<file path="src/design/ssg_pkg.sv">
// Shared types and constants of the spindle-synced step generator.
// No dependencies; used by the controller, the datapath and the top level.
package ssg_pkg;

    localparam int AXES            = 6;
    localparam int NREG_AXES       = 6;
    localparam int MAX_STEPS       = 64;
    localparam int RATIO_FRAC_BITS = 16;

    localparam int AXIS_W     = $clog2(NREG_AXES);
    localparam int STEP_CNT_W = $clog2(MAX_STEPS);
    localparam int CFG_IDX_W  = 3;
    localparam int CFG_DATA_W = 32;
    localparam int POS_W      = 31;

    localparam logic [CFG_IDX_W-1:0] REG_GEAR_RATIO = 3'd0;
    localparam logic [CFG_IDX_W-1:0] REG_TOTAL      = 3'd1;
    localparam logic [CFG_IDX_W-1:0] REG_AXIS0      = 3'd2;

    localparam logic [1:0] DIR_UNKNOWN = 2'd0;
    localparam logic [1:0] DIR_FWD     = 2'd1;
    localparam logic [1:0] DIR_REV     = 2'd3;

    typedef enum logic [1:0] {
        OP_ARM    = 2'd0,
        OP_INDEX  = 2'd1,
        OP_SAMPLE = 2'd2,
        OP_NONE   = 2'd3
    } op_t;

    typedef enum logic [2:0] {
        ST_IDLE,
        ST_WANT_MUL,
        ST_WANT_CLAMP,
        ST_STEP_CHK,
        ST_AX_MUL,
        ST_AX_REF,
        ST_AX_CMP,
        ST_EMIT
    } state_t;

    typedef struct packed {
        logic              arm;
        logic              index;
        logic              sample;
        logic              want_mul;
        logic              want_clamp;
        logic              step_start;
        logic              ax_mul;
        logic              ax_ref;
        logic              ax_cmp;
        logic              emit;
        logic [AXIS_W-1:0] axis;
    } cmd_t;

    typedef struct packed {
        logic sample_go;
        logic step_needed;
        logic at_target;
    } status_t;

endpackage

</file>
<file path="src/design/ssg_ctrl.sv">
// Sequencing state machine of the step generator.
// Depends on ssg_pkg; drives the datapath through ssg_pkg::cmd_t.
module ssg_ctrl (
    input  logic              clk,
    input  logic              rst_n,
    input  logic              in_valid,
    output logic              in_ready,
    input  logic [1:0]        op,
    input  ssg_pkg::status_t  status,
    input  logic              out_free,
    output ssg_pkg::cmd_t     cmd,
    output logic              out_load,
    output logic              out_last
);

    ssg_pkg::state_t                     state_reg, state_next;
    logic [ssg_pkg::STEP_CNT_W-1:0]      n_reg, n_next;
    logic [ssg_pkg::AXIS_W-1:0]          axis_reg, axis_next;
    logic                                fire;

    always_ff @(posedge clk or negedge rst_n)
    begin
        if (!rst_n)
        begin
            state_reg <= ssg_pkg::ST_IDLE;
            n_reg     <= '0;
            axis_reg  <= '0;
        end
        else
        begin
            state_reg <= state_next;
            n_reg     <= n_next;
            axis_reg  <= axis_next;
        end
    end

    // a request is taken only in idle, where ready is high
    assign fire     = in_valid && (state_reg == ssg_pkg::ST_IDLE);
    assign out_last = status.at_target ||
                      (n_reg == ssg_pkg::STEP_CNT_W'(ssg_pkg::MAX_STEPS - 1));

    always_comb
    begin
        state_next = state_reg;
        n_next     = n_reg;
        axis_next  = axis_reg;
        cmd        = '0;
        cmd.axis   = axis_reg;
        in_ready   = 1'b0;
        out_load   = 1'b0;
        case (state_reg)
            ssg_pkg::ST_IDLE:
            begin
                in_ready = 1'b1;
                if (fire)
                begin
                    case (ssg_pkg::op_t'(op))
                        ssg_pkg::OP_ARM:   cmd.arm = 1'b1;
                        ssg_pkg::OP_INDEX: cmd.index = 1'b1;
                        ssg_pkg::OP_SAMPLE:
                        begin
                            if (status.sample_go)
                            begin
                                cmd.sample = 1'b1;
                                n_next     = '0;
                                state_next = ssg_pkg::ST_WANT_MUL;
                            end
                        end
                        default: ;
                    endcase
                end
            end
            ssg_pkg::ST_WANT_MUL:
            begin
                cmd.want_mul = 1'b1;
                state_next   = ssg_pkg::ST_WANT_CLAMP;
            end
            ssg_pkg::ST_WANT_CLAMP:
            begin
                cmd.want_clamp = 1'b1;
                state_next     = ssg_pkg::ST_STEP_CHK;
            end
            ssg_pkg::ST_STEP_CHK:
            begin
                if (status.step_needed)
                begin
                    cmd.step_start = 1'b1;
                    axis_next      = '0;
                    state_next     = ssg_pkg::ST_AX_MUL;
                end
                else
                begin
                    state_next = ssg_pkg::ST_IDLE;
                end
            end
            ssg_pkg::ST_AX_MUL:
            begin
                cmd.ax_mul = 1'b1;
                state_next = ssg_pkg::ST_AX_REF;
            end
            ssg_pkg::ST_AX_REF:
            begin
                cmd.ax_ref = 1'b1;
                state_next = ssg_pkg::ST_AX_CMP;
            end
            ssg_pkg::ST_AX_CMP:
            begin
                cmd.ax_cmp = 1'b1;
                if (axis_reg == ssg_pkg::AXIS_W'(ssg_pkg::AXES - 1))
                begin
                    state_next = ssg_pkg::ST_EMIT;
                end
                else
                begin
                    axis_next  = axis_reg + 1'b1;
                    state_next = ssg_pkg::ST_AX_MUL;
                end
            end
            ssg_pkg::ST_EMIT:
            begin
                if (out_free)
                begin
                    cmd.emit = 1'b1;
                    out_load = 1'b1;
                    n_next   = n_reg + 1'b1;
                    if (out_last)
                        state_next = ssg_pkg::ST_IDLE;
                    else
                        state_next = ssg_pkg::ST_STEP_CHK;
                end
            end
            default: state_next = ssg_pkg::ST_IDLE;
        endcase
    end

endmodule

</file>
<file path="src/design/ssg_dpath.sv">
// Datapath of the step generator: registers, tracking state, shared multiplier.
// Depends on ssg_pkg; commanded by ssg_ctrl.
module ssg_dpath (
    input  logic                            clk,
    input  logic                            rst_n,
    input  logic                            cfg_we,
    input  logic [ssg_pkg::CFG_IDX_W-1:0]   cfg_index,
    input  logic [ssg_pkg::CFG_DATA_W-1:0]  cfg_data,
    input  logic signed [31:0]              encoder_position,
    input  ssg_pkg::cmd_t                   cmd,
    output ssg_pkg::status_t                status,
    output logic [ssg_pkg::NREG_AXES-1:0]   res_step,
    output logic [ssg_pkg::NREG_AXES-1:0]   res_dir,
    output logic [ssg_pkg::POS_W-1:0]       res_master,
    output logic                            res_done
);

    localparam logic [63:0] HALF_LSB = 64'd1 << (ssg_pkg::RATIO_FRAC_BITS - 1);

    // configuration
    logic [31:0]                 ratio_reg;
    logic [ssg_pkg::POS_W-1:0]   total_reg;
    logic [31:0]                 delta_reg [ssg_pkg::NREG_AXES];

    // tracking state
    logic                        index_seen_reg;
    logic [31:0]                 start_reg;
    logic [1:0]                  dir_reg;
    logic [ssg_pkg::POS_W-1:0]   master_reg;
    logic [31:0]                 emitted_reg [ssg_pkg::NREG_AXES];

    // working registers
    logic [ssg_pkg::POS_W-1:0]   counts_reg;
    logic [ssg_pkg::POS_W-1:0]   wanted_reg;
    logic [ssg_pkg::POS_W-1:0]   next_reg;
    logic                        fwd_reg;
    logic [63:0]                 prod_reg;
    logic [63:0]                 lhs_reg;
    logic [ssg_pkg::NREG_AXES-1:0] smask_reg;
    logic [ssg_pkg::NREG_AXES-1:0] dmask_reg;

    logic [31:0] delta, neg_delta, counts_full, mag, ax_delta, e_adj;
    logic [1:0]  dir_next;
    logic [31:0] mul_a, mul_b;
    logic [63:0] rounded, shifted;
    logic        ax_neg, hit;

    assign ax_delta  = delta_reg[cmd.axis];
    assign ax_neg    = ax_delta[31];
    assign mag       = ax_neg ? (32'd0 - ax_delta) : ax_delta;
    assign e_adj     = fwd_reg ? (emitted_reg[cmd.axis] + 32'd1) : emitted_reg[cmd.axis];
    assign hit       = fwd_reg ? (lhs_reg >= prod_reg) : (lhs_reg < prod_reg);

    assign delta     = 32'(encoder_position) - start_reg;
    assign neg_delta = 32'd0 - delta;

    always_comb
    begin
        dir_next = dir_reg;
        if (dir_reg == ssg_pkg::DIR_UNKNOWN && delta != 32'd0)
            dir_next = delta[31] ? ssg_pkg::DIR_REV : ssg_pkg::DIR_FWD;
        case (dir_next)
            ssg_pkg::DIR_FWD: counts_full = delta;
            ssg_pkg::DIR_REV: counts_full = neg_delta;
            default:          counts_full = 32'd0;
        endcase
    end

    always_comb
    begin
        mul_a = {1'b0, counts_reg};
        mul_b = ratio_reg;
        if (cmd.ax_mul)
        begin
            mul_a = {1'b0, next_reg};
            mul_b = mag;
        end
        else if (cmd.ax_ref)
        begin
            mul_a = e_adj;
            mul_b = {1'b0, total_reg};
        end
    end

    assign rounded = prod_reg + HALF_LSB;
    assign shifted = rounded >> ssg_pkg::RATIO_FRAC_BITS;

    assign status.sample_go   = index_seen_reg && (total_reg != '0) && (ratio_reg != '0) &&
                                (master_reg < total_reg);
    assign status.step_needed = (master_reg != wanted_reg);
    assign status.at_target   = (next_reg == wanted_reg);

    assign res_step   = smask_reg;
    assign res_dir    = dmask_reg;
    assign res_master = next_reg;
    assign res_done   = (next_reg == total_reg);

    // configuration writes
    always_ff @(posedge clk or negedge rst_n)
    begin
        if (!rst_n)
        begin
            ratio_reg <= '0;
            total_reg <= '0;
            for (int i = 0; i < ssg_pkg::NREG_AXES; i++)
                delta_reg[i] <= '0;
        end
        else if (cfg_we)
        begin
            if (cfg_index == ssg_pkg::REG_GEAR_RATIO)
                ratio_reg <= cfg_data;
            else if (cfg_index == ssg_pkg::REG_TOTAL)
                total_reg <= cfg_data[ssg_pkg::POS_W-1:0];
            else
                delta_reg[ssg_pkg::AXIS_W'(cfg_index - ssg_pkg::REG_AXIS0)] <= cfg_data;
        end
    end

    // tracking state
    always_ff @(posedge clk or negedge rst_n)
    begin
        if (!rst_n)
        begin
            index_seen_reg <= 1'b0;
            start_reg      <= '0;
            dir_reg        <= ssg_pkg::DIR_UNKNOWN;
            master_reg     <= '0;
            for (int i = 0; i < ssg_pkg::NREG_AXES; i++)
                emitted_reg[i] <= '0;
        end
        else if (cmd.arm)
        begin
            index_seen_reg <= 1'b0;
            start_reg      <= '0;
            dir_reg        <= ssg_pkg::DIR_UNKNOWN;
            master_reg     <= '0;
            for (int i = 0; i < ssg_pkg::NREG_AXES; i++)
                emitted_reg[i] <= '0;
        end
        else
        begin
            if (cmd.index && !index_seen_reg)
            begin
                index_seen_reg <= 1'b1;
                start_reg      <= 32'(encoder_position);
            end
            if (cmd.sample)
                dir_reg <= dir_next;
            if (cmd.ax_cmp && mag != 32'd0 && hit)
            begin
                if (fwd_reg)
                    emitted_reg[cmd.axis] <= emitted_reg[cmd.axis] + 32'd1;
                else
                    emitted_reg[cmd.axis] <= emitted_reg[cmd.axis] - 32'd1;
            end
            if (cmd.emit)
                master_reg <= next_reg;
        end
    end

    // working registers, no reset needed
    always_ff @(posedge clk)
    begin
        if (cmd.sample)
            counts_reg <= counts_full[31] ? '0 : counts_full[ssg_pkg::POS_W-1:0];
        if (cmd.want_mul || cmd.ax_mul || cmd.ax_ref)
            prod_reg <= 64'(mul_a) * 64'(mul_b);
        if (cmd.want_clamp)
            wanted_reg <= (shifted > 64'(total_reg)) ? total_reg : shifted[ssg_pkg::POS_W-1:0];
        if (cmd.step_start)
        begin
            fwd_reg   <= (wanted_reg > master_reg);
            next_reg  <= (wanted_reg > master_reg) ? (master_reg + 1'b1) : (master_reg - 1'b1);
            smask_reg <= '0;
            dmask_reg <= '0;
        end
        if (cmd.ax_ref)
            lhs_reg <= prod_reg + 64'(total_reg >> 1);
        if (cmd.ax_cmp && mag != 32'd0)
        begin
            dmask_reg[cmd.axis] <= fwd_reg ? ax_neg : !ax_neg;
            if (hit)
                smask_reg[cmd.axis] <= 1'b1;
        end
    end

endmodule

</file>
<file path="src/design/spindle_synced_step_generator_core.sv">
// Top level of the spindle-synced step generator (electronic leadscrew gearing).
// Depends on ssg_pkg, ssg_ctrl and ssg_dpath; holds the result output register.
//
// Usage:
//   Input channel (in_valid/in_ready, op, encoder_position) takes one request
//   at a time: arm a move, an index pulse, or an encoder sample. Arm and index
//   requests finish in the accepting cycle and give no result.
//   A sample forms the wanted master step (a multiply, then a clamp), then
//   walks toward it, giving one result per master step on the output channel
//   (out_valid/out_ready), at most 64 per sample, last marking the final one.
//   For each master step, every axis needs two passes through the one
//   shared 32x32 multiplier plus a compare, one axis after another.
//   The block takes no new request until the walk of a sample ends; the last
//   result may still wait in the output register while a new request enters.
//   When the receiver stalls, the walk holds with its step computed until the
//   output register frees up.
//   Reset clears the configuration registers, the tracking state and the
//   output valid flag; configuration writes (cfg_we) take effect at once.
module spindle_synced_step_generator_core (
    input  logic                            clk,
    input  logic                            rst_n,
    input  logic                            cfg_we,
    input  logic [ssg_pkg::CFG_IDX_W-1:0]   cfg_index,
    input  logic [ssg_pkg::CFG_DATA_W-1:0]  cfg_data,
    input  logic                            in_valid,
    output logic                            in_ready,
    input  logic [1:0]                      op,
    input  logic signed [31:0]              encoder_position,
    output logic                            out_valid,
    input  logic                            out_ready,
    output logic [5:0]                      step_mask,
    output logic [5:0]                      dir_mask,
    output logic [30:0]                     master_position,
    output logic                            move_done,
    output logic                            last
);

    ssg_pkg::cmd_t    cmd;
    ssg_pkg::status_t status;

    logic                            out_valid_reg;
    logic [5:0]                      step_mask_reg;
    logic [5:0]                      dir_mask_reg;
    logic [30:0]                     master_reg;
    logic                            done_reg;
    logic                            last_reg;

    logic                            out_free;
    logic                            out_load;
    logic                            out_last;
    logic [ssg_pkg::NREG_AXES-1:0]   res_step;
    logic [ssg_pkg::NREG_AXES-1:0]   res_dir;
    logic [ssg_pkg::POS_W-1:0]       res_master;
    logic                            res_done;

    // output register is free when empty or being drained this cycle
    assign out_free = !out_valid_reg || out_ready;

    ssg_ctrl u_ctrl (
        .clk      (clk),
        .rst_n    (rst_n),
        .in_valid (in_valid),
        .in_ready (in_ready),
        .op       (op),
        .status   (status),
        .out_free (out_free),
        .cmd      (cmd),
        .out_load (out_load),
        .out_last (out_last)
    );

    ssg_dpath u_dpath (
        .clk              (clk),
        .rst_n            (rst_n),
        .cfg_we           (cfg_we),
        .cfg_index        (cfg_index),
        .cfg_data         (cfg_data),
        .encoder_position (encoder_position),
        .cmd              (cmd),
        .status           (status),
        .res_step         (res_step),
        .res_dir          (res_dir),
        .res_master       (res_master),
        .res_done         (res_done)
    );

    // hold valid until the receiver takes the result
    always_ff @(posedge clk or negedge rst_n)
    begin
        if (!rst_n)
            out_valid_reg <= 1'b0;
        else if (out_load)
            out_valid_reg <= 1'b1;
        else if (out_ready)
            out_valid_reg <= 1'b0;
    end

    // capture the finished step
    always_ff @(posedge clk)
    begin
        if (out_load)
        begin
            step_mask_reg <= 6'(res_step);
            dir_mask_reg  <= 6'(res_dir);
            master_reg    <= res_master;
            done_reg      <= res_done;
            last_reg      <= out_last;
        end
    end

    assign out_valid       = out_valid_reg;
    assign step_mask       = step_mask_reg;
    assign dir_mask        = dir_mask_reg;
    assign master_position = master_reg;
    assign move_done       = done_reg;
    assign last            = last_reg;

endmodule

</file>
<file path="config.mk">
export PLATFORM = sky130hd
export DESIGN_NAME = spindle_synced_step_generator_core
export DESIGN_NICKNAME = d
export VERILOG_FILES = /design/src/design/ssg_pkg.sv /design/src/design/ssg_ctrl.sv /design/src/design/ssg_dpath.sv /design/src/design/spindle_synced_step_generator_core.sv
export SDC_FILE = /design/constraint.sdc
export NUM_CORES = 2
export LEC_CHECK = 0
export BUFFER_PORTS_ARGS = -buffer_cell sky130_fd_sc_hd__clkbuf_2
export CAP_MARGIN = 20
export CORE_ASPECT_RATIO = 1.5
export CORE_UTILIZATION = 45
export CTS_BUF_LIST = sky130_fd_sc_hd__clkbuf_4
export CTS_CLUSTER_SIZE = 12
export DETAILED_ROUTE_END_ITERATION = 7
export PLACE_DENSITY = 0.7
export SLEW_MARGIN = 20
export SYNTH_ARGS = -nofsm -noshare
export SYNTH_HDL_FRONTEND = slang
export SYNTH_HIERARCHICAL = 1
export SYNTH_SLANG_ARGS = --single-unit
</file>
<file path="constraint.sdc">
create_clock -name clk -period 35.6 [get_ports clk]
set_clock_uncertainty 0.05 [all_clocks]
set_input_delay 7.12 -clock clk [delete_from_list [all_inputs] [get_ports clk]]
set_output_delay 7.12 -clock clk [all_outputs]
set_load 0.02 [all_outputs]
</file>
---- Word-level counts from Yosys, hierarchy flattened ----
Cells that the tools add are included.
cells by class
  equality and inequality tests ........... 23
  reductions and logical operators ........ 39
  multipliers ............................. 1
  multiplexer cells ....................... 79
  bitwise operators ....................... 5
  add/subtract/negate cells ............... 12
  magnitude comparators ................... 11
operators by type and width
  operator                  count
  $bwmux W192               3
  $mux W192                 3
  $mux W32                  14
  $bmux W32 S3              2
  $demux W32 S3             2
  $mux W31                  4
  $reduce_bool A32 Y1       3
  $add A64 B16 Y64 const B  1
  $add A64 B30 Y64          1
  $ge A64 B64 Y1            1
  $lt A64 B64 Y1            1
  $mul A32 B32 Y64          1
  $pmux W32 S2              1
  $sub A1 B32 Y32 const A   2
  $eq A31 B31 Y1            2
  $mux W6                   9
  $gt A48 B31 Y1            1
  $add A32 B1 Y32 const B   1
  $sub A32 B1 Y32 const B   1
  $sub A32 B32 Y32          1
  $add A31 B1 Y31 const B   1
  $gt A31 B31 Y1            1
  $lt A31 B31 Y1            1
  $ne A31 B31 Y1            1
  other kinds (38)          112
storage, ports and cells
  bits in registers ....................... 805
  bits of input ports ..................... 74
  logic and storage cells ................. 205
  output and inout port bits .............. 47

---- Logic depth before layout (Yosys ltp) ----
  depth in word-level cells ............... 11
  depth in mapped cells ................... 48
  depth with buffers taken out ............ 40

---- Hierarchy ----
The synthesis kept the hierarchy.
modules (own cells, without submodules)
  module                              area an instance (sq um)  cells an instance  sequential area each (sq um)  times used
  ssg_dpath                           79332.3                   8227               19743.9                       1
  spindle_synced_step_generator_core  1398.8                    48                 1376.3                        1
  ssg_ctrl                            720.7                     75                 300.3                         1

---- Least setup slack after synthesis ----
OpenSTA, ideal clock, no wires.
  path type ............................... reg2reg
  from .................................... register u_ctrl.state_reg[1]
  to ...................................... register u_dpath.prod_reg[54] (data pin)
  cell stages (with the launch flop) ...... 35
  arrival ................................. 12024 ps
  library setup time ...................... 263 ps
  clock period less this slack ............ 12337 ps
  buffers on the path ..................... 5
  required time ........................... 35287 ps
  path slack .............................. 23263 ps
  cell sequence ........................... dfrtp_1 -> inv_1 -> nand2_1 -> nor2_1 -> clkbuf_1 -> buf_1 -> buf_1 -> mux2i_1 -> o21a_1 -> clkbuf_1 -> nor2_1 -> fa_1 -> fa_1 -> inv_1 -> fa_1 -> fa_1 -> fa_1 -> inv_1 -> fa_1 -> fa_1 -> inv_1 -> fa_1 -> inv_1 -> ha_1 -> clkbuf_1 -> nand2_1 -> or3_1 -> nor4_1 -> o31ai_1 -> a2111oi_0 -> or2_2 -> nand2_1 -> o21ai_0 -> a31oi_1 -> xnor2_1
RTL lines
  item                    RTL line          text
  from (decl)             ssg_ctrl.sv:16    ssg_pkg::state_t state_reg, state_next;
  from (signal assigned)  ssg_ctrl.sv:25    state_reg <= ssg_pkg::ST_IDLE;
  from (signal assigned)  ssg_ctrl.sv:31    state_reg <= state_next;
  to (signal assigned)    ssg_dpath.sv:167  prod_reg <= 64'(mul_a) * 64'(mul_b);
  to (decl)               ssg_dpath.sv:37   logic [63:0] prod_reg;

---- Final worst setup path ----
  from .................................... register u_ctrl/axis_reg[2] (netlist bit)
  to ...................................... register u_dpath.prod_reg[60] (data pin)
between the ends
  word-level cells in the longest chain between the ends .. 9
  elaborated cells between the ends (all ways) .. 15
  those cells by class .................... add/sub: 2; mul: 1; mux: 11; bitwise: 1
ends and longest elaborated chain
  item                                         RTL line                          text
  from (decl)                                  ssg_ctrl.sv:18                    logic [ssg_pkg::AXIS_W-1:0] axis_reg, axis_next;
  from (signal assigned)                       ssg_ctrl.sv:33                    axis_reg <= axis_next;
  $not A3 Y4 (not written as such) *           ssg_dpath.sv:48, ssg_dpath.sv:51
  $bmux W32 S3                                 ssg_dpath.sv:51                   assign e_adj = fwd_reg ? (emitted_reg[cmd.axis] + 32'd1) : emitted_reg[cmd.axis];
  $mux W32 (not written as such) (2 in a row)  ssg_dpath.sv:51
  $add A32 B1 Y32                              ssg_dpath.sv:51
  $mux W32                                     ssg_dpath.sv:51
  $mux W32                                     ssg_dpath.sv:78                   else if (cmd.ax_ref)
  $mux W32                                     ssg_dpath.sv:73                   if (cmd.ax_mul)
  $mul A32 B32 Y64 *                           ssg_dpath.sv:167
Mark *: on every way between the ends. The rest lies on a longest branch, timed or not. The select of a mux whose other input is x is not followed.
A chain may end at the register's enable or synchronous reset.

==> flow_summary.ini <==
[synthesis]
async_flop_share_pct = 65.34
synth-edff-count = 267
yosysTopAreaCellShare_pct = 22.10
ys_ff_latch = 805
ys_seq_area_share_pct = 26.30
yosysMostFrequentCell = inv_1
synth-main-ff-cell = dfrtp_1
synth.yosys.warnings = 6
synth.area.top_cells = fa_1, dfrtp_1, edfxtp_1
synthTopCellsByCount = inv_1, nor2_1, fa_1, nand2_1, dfrtp_1
yosys.area.top_type = fa_1
syn_area_per_cell_sq_um = 9.755
syn-instance-count = 8350
yosysUniqueCellTypes = 115
synthesis.area_sq_mm = 0.08145
syn-num-nets = 9840

[timing]
rsz0062_at_grt = false
totalNegativeSetupSlack_ns = 0
period_share_pct = 39.51
setup_viol = 0
worst_pin_slew_ns = 1.273
period_minus_slack_ns = 14.07
fmax_ghz = 0.07109
final-max-slew-violation-count = 0
relSlewSlack_pct = 14.59
hold_violations = 0

[clocking]
cts_tree = yes
cts_hold_buffers = 0
clkLatencyLatePin_ns = 1.23
h-tree-depth = 4
cts_sinks = 805
clock-root-buffer = clkbuf_4
cts_made_buffers = 200
post_cts_resized = 0
clk_pin_slew_ns = 0.07
cts_buffer_depth = 4
cts_setup_buffers = 0

[global_route]
first_global_vias = 69210
grt_use_total_pct = 31.42
grt_max_degree = 158
antenna_found_initial = 17
grt_pass1_wl_um = 427700
overflow = 0

[routing]
drtPass1Iterations = 7
wl_per_cell_um = 25.80
vias = 64890
viasPerCell = 5.903
drc_errors = 0
wirelength_um = 283600
drt_iter0_markers = 5441
antenna_left = 0

[worst_setup_path]
timing_worst_setup_path_type = reg -> reg
cpPeakStageDelay_ns = 0.97
r2r_slack_ns = 21.53
end_kind = register
crit_top_cell = fa_1
timing.rr.end = u_dpath/prod_reg[60]
path_max_fanout = 49
arrival_ns = 14.90
critical_path_required_ns = 36.44
cp-start-kind = register
worst_path_max_delay_cell = o21a_1
r2r_start = u_ctrl/axis_reg[2]
r2r_cells = 37

[floorplan]
std_cell_rows = 190
die-area_sq_mm = 0.1827
ios = 121
coreArea_sq_mm = 0.1792
die_h_um = 523.1
fp.dieW_um = 349.4
start_util_pct = 45.44

[layout]
fin_cells = 10990
layout.nets = 9915
drive_gt1_share_pct = 12.01
syn_to_final_growth_pct = 7.244
final_util_pct = 48.73

[run_status]
status = finished clean

[hold_path]
hp-class = reg -> reg
min_from = u_dpath/res_dir[3]
whs_endpoint = dir_mask[3]
min_path_cells = 0

[placement]
gp_congestion = 1.015
portBuffers = 120
hpwlAfterDp_um = 213000
dpl.cell_count = 10620

[job]
maxCapViolations = 0
[worst max-delay path by stage]
stage	from	end	slack, ns
2_1_floorplan	u_ctrl/state_reg[1]	u_dpath/prod_reg[54]	23.26
3_3_place_gp	u_ctrl/axis_reg[2]	u_dpath/prod_reg[60]	21.67
3_5_place_dp	u_ctrl/axis_reg[2]	u_dpath/prod_reg[60]	21.55
4_1_cts	u_ctrl/axis_reg[2]	u_dpath/prod_reg[60]	21.53
5_1_grt	u_ctrl/axis_reg[2]	u_dpath/prod_reg[60]	20.90
6_report	u_ctrl/axis_reg[2]	u_dpath/prod_reg[60]	21.53
[cells in the final DEF (no fill, tap or decap), types with 106 or more instances in the layout]
master / Yosys / routed
o21ai_0: 223 / 203
edfxtp_1: 267 / 267
clkbuf_4: 0 / 280
mux2_2: 263 / 263
nor2_1: 929 / 927
a21o_1: 137 / 137
nand2_1: 606 / 606
xor2_1: 121 / 121
inv_1: 1102 / 1102
dfrtp_1: 526 / 523
ha_1: 517 / 517
a21oi_1: 269 / 251
buf_4: 14 / 172
mux2i_1: 380 / 379
fa_1: 899 / 899
clkbuf_2: 1 / 120
xnor2_1: 254 / 254
nand4_1: 106 / 106
nand2b_1: 279 / 279
[layer usage]
| layer | global-route usage, % | wire length (um) | vias to the layer above |
|---|---|---|---|
| li1 | - | - | 27890 |
| met1 | 34.03 | 96620 | 32690 |
| met2 | 52.30 | 134800 | 3118 |
| met3 | 6.069 | 22230 | 1187 |
| met4 | 28.00 | 29850 | 8 |
| met5 | 0.05233 | 49 | - |
[per-stage QoR]
| stage | hold slack, ns | setup slack, ns | cell area [sq um] |
|---|---|---|---|
| 2_1_floorplan | 0.3586 | 23.26 | 81450 |
| 3_3_place_gp | 0.3668 | 21.67 | 84800 |
| 3_5_place_dp | 0.3698 | 21.55 | 84820 |
| 4_1_cts | 0.2800 | 21.53 | 87300 |
| 5_1_grt | 0.3002 | 20.90 | 87340 |
| 6_report | 0.2774 | 21.53 | 87350 |
[cells by family (layout without fill, tap and decap cells)]
logic type                 count (synthesis)  in the layout  synth area share [%]
other                                      1             17              0.004604
xor gates and xnor gates                 375            375                 4.032
and+or+nand+nor                         2432           2432                 14.11
muxes                                    691            691                 9.126
buffers and inverters                   1526           1753                 7.469
AOI/OAI and AO/OA                       1104           1104                 8.925
DFF                                      805            805                 26.30
adders and majority gates               1416           1416                 30.04
[cell type report]
type	instances	area, sq um
fillers	16730	91890
multi-input cells	6019	54310
flip-flops and latches	805	21430
inverters	1104	4146
well taps	2400	3003
clock buffers	280	2102
repair buffers	295	1938
clock inverters	74	379.1
diodes	16	40.04
[critical path, delay by kind of cell, from the launching register on]
kind            cells  cell delay (ns)
fa+ha+maj           9             4.63
simple gates       10             3.47
compound gates      9             3.14
buf+inv             7             1.33
flops               1             0.73
xor+xnor            2             0.32
Power is left out: the tool's default activity adds up to more than one toggle a clock period on the data nets, which glitch-free logic cannot reach.
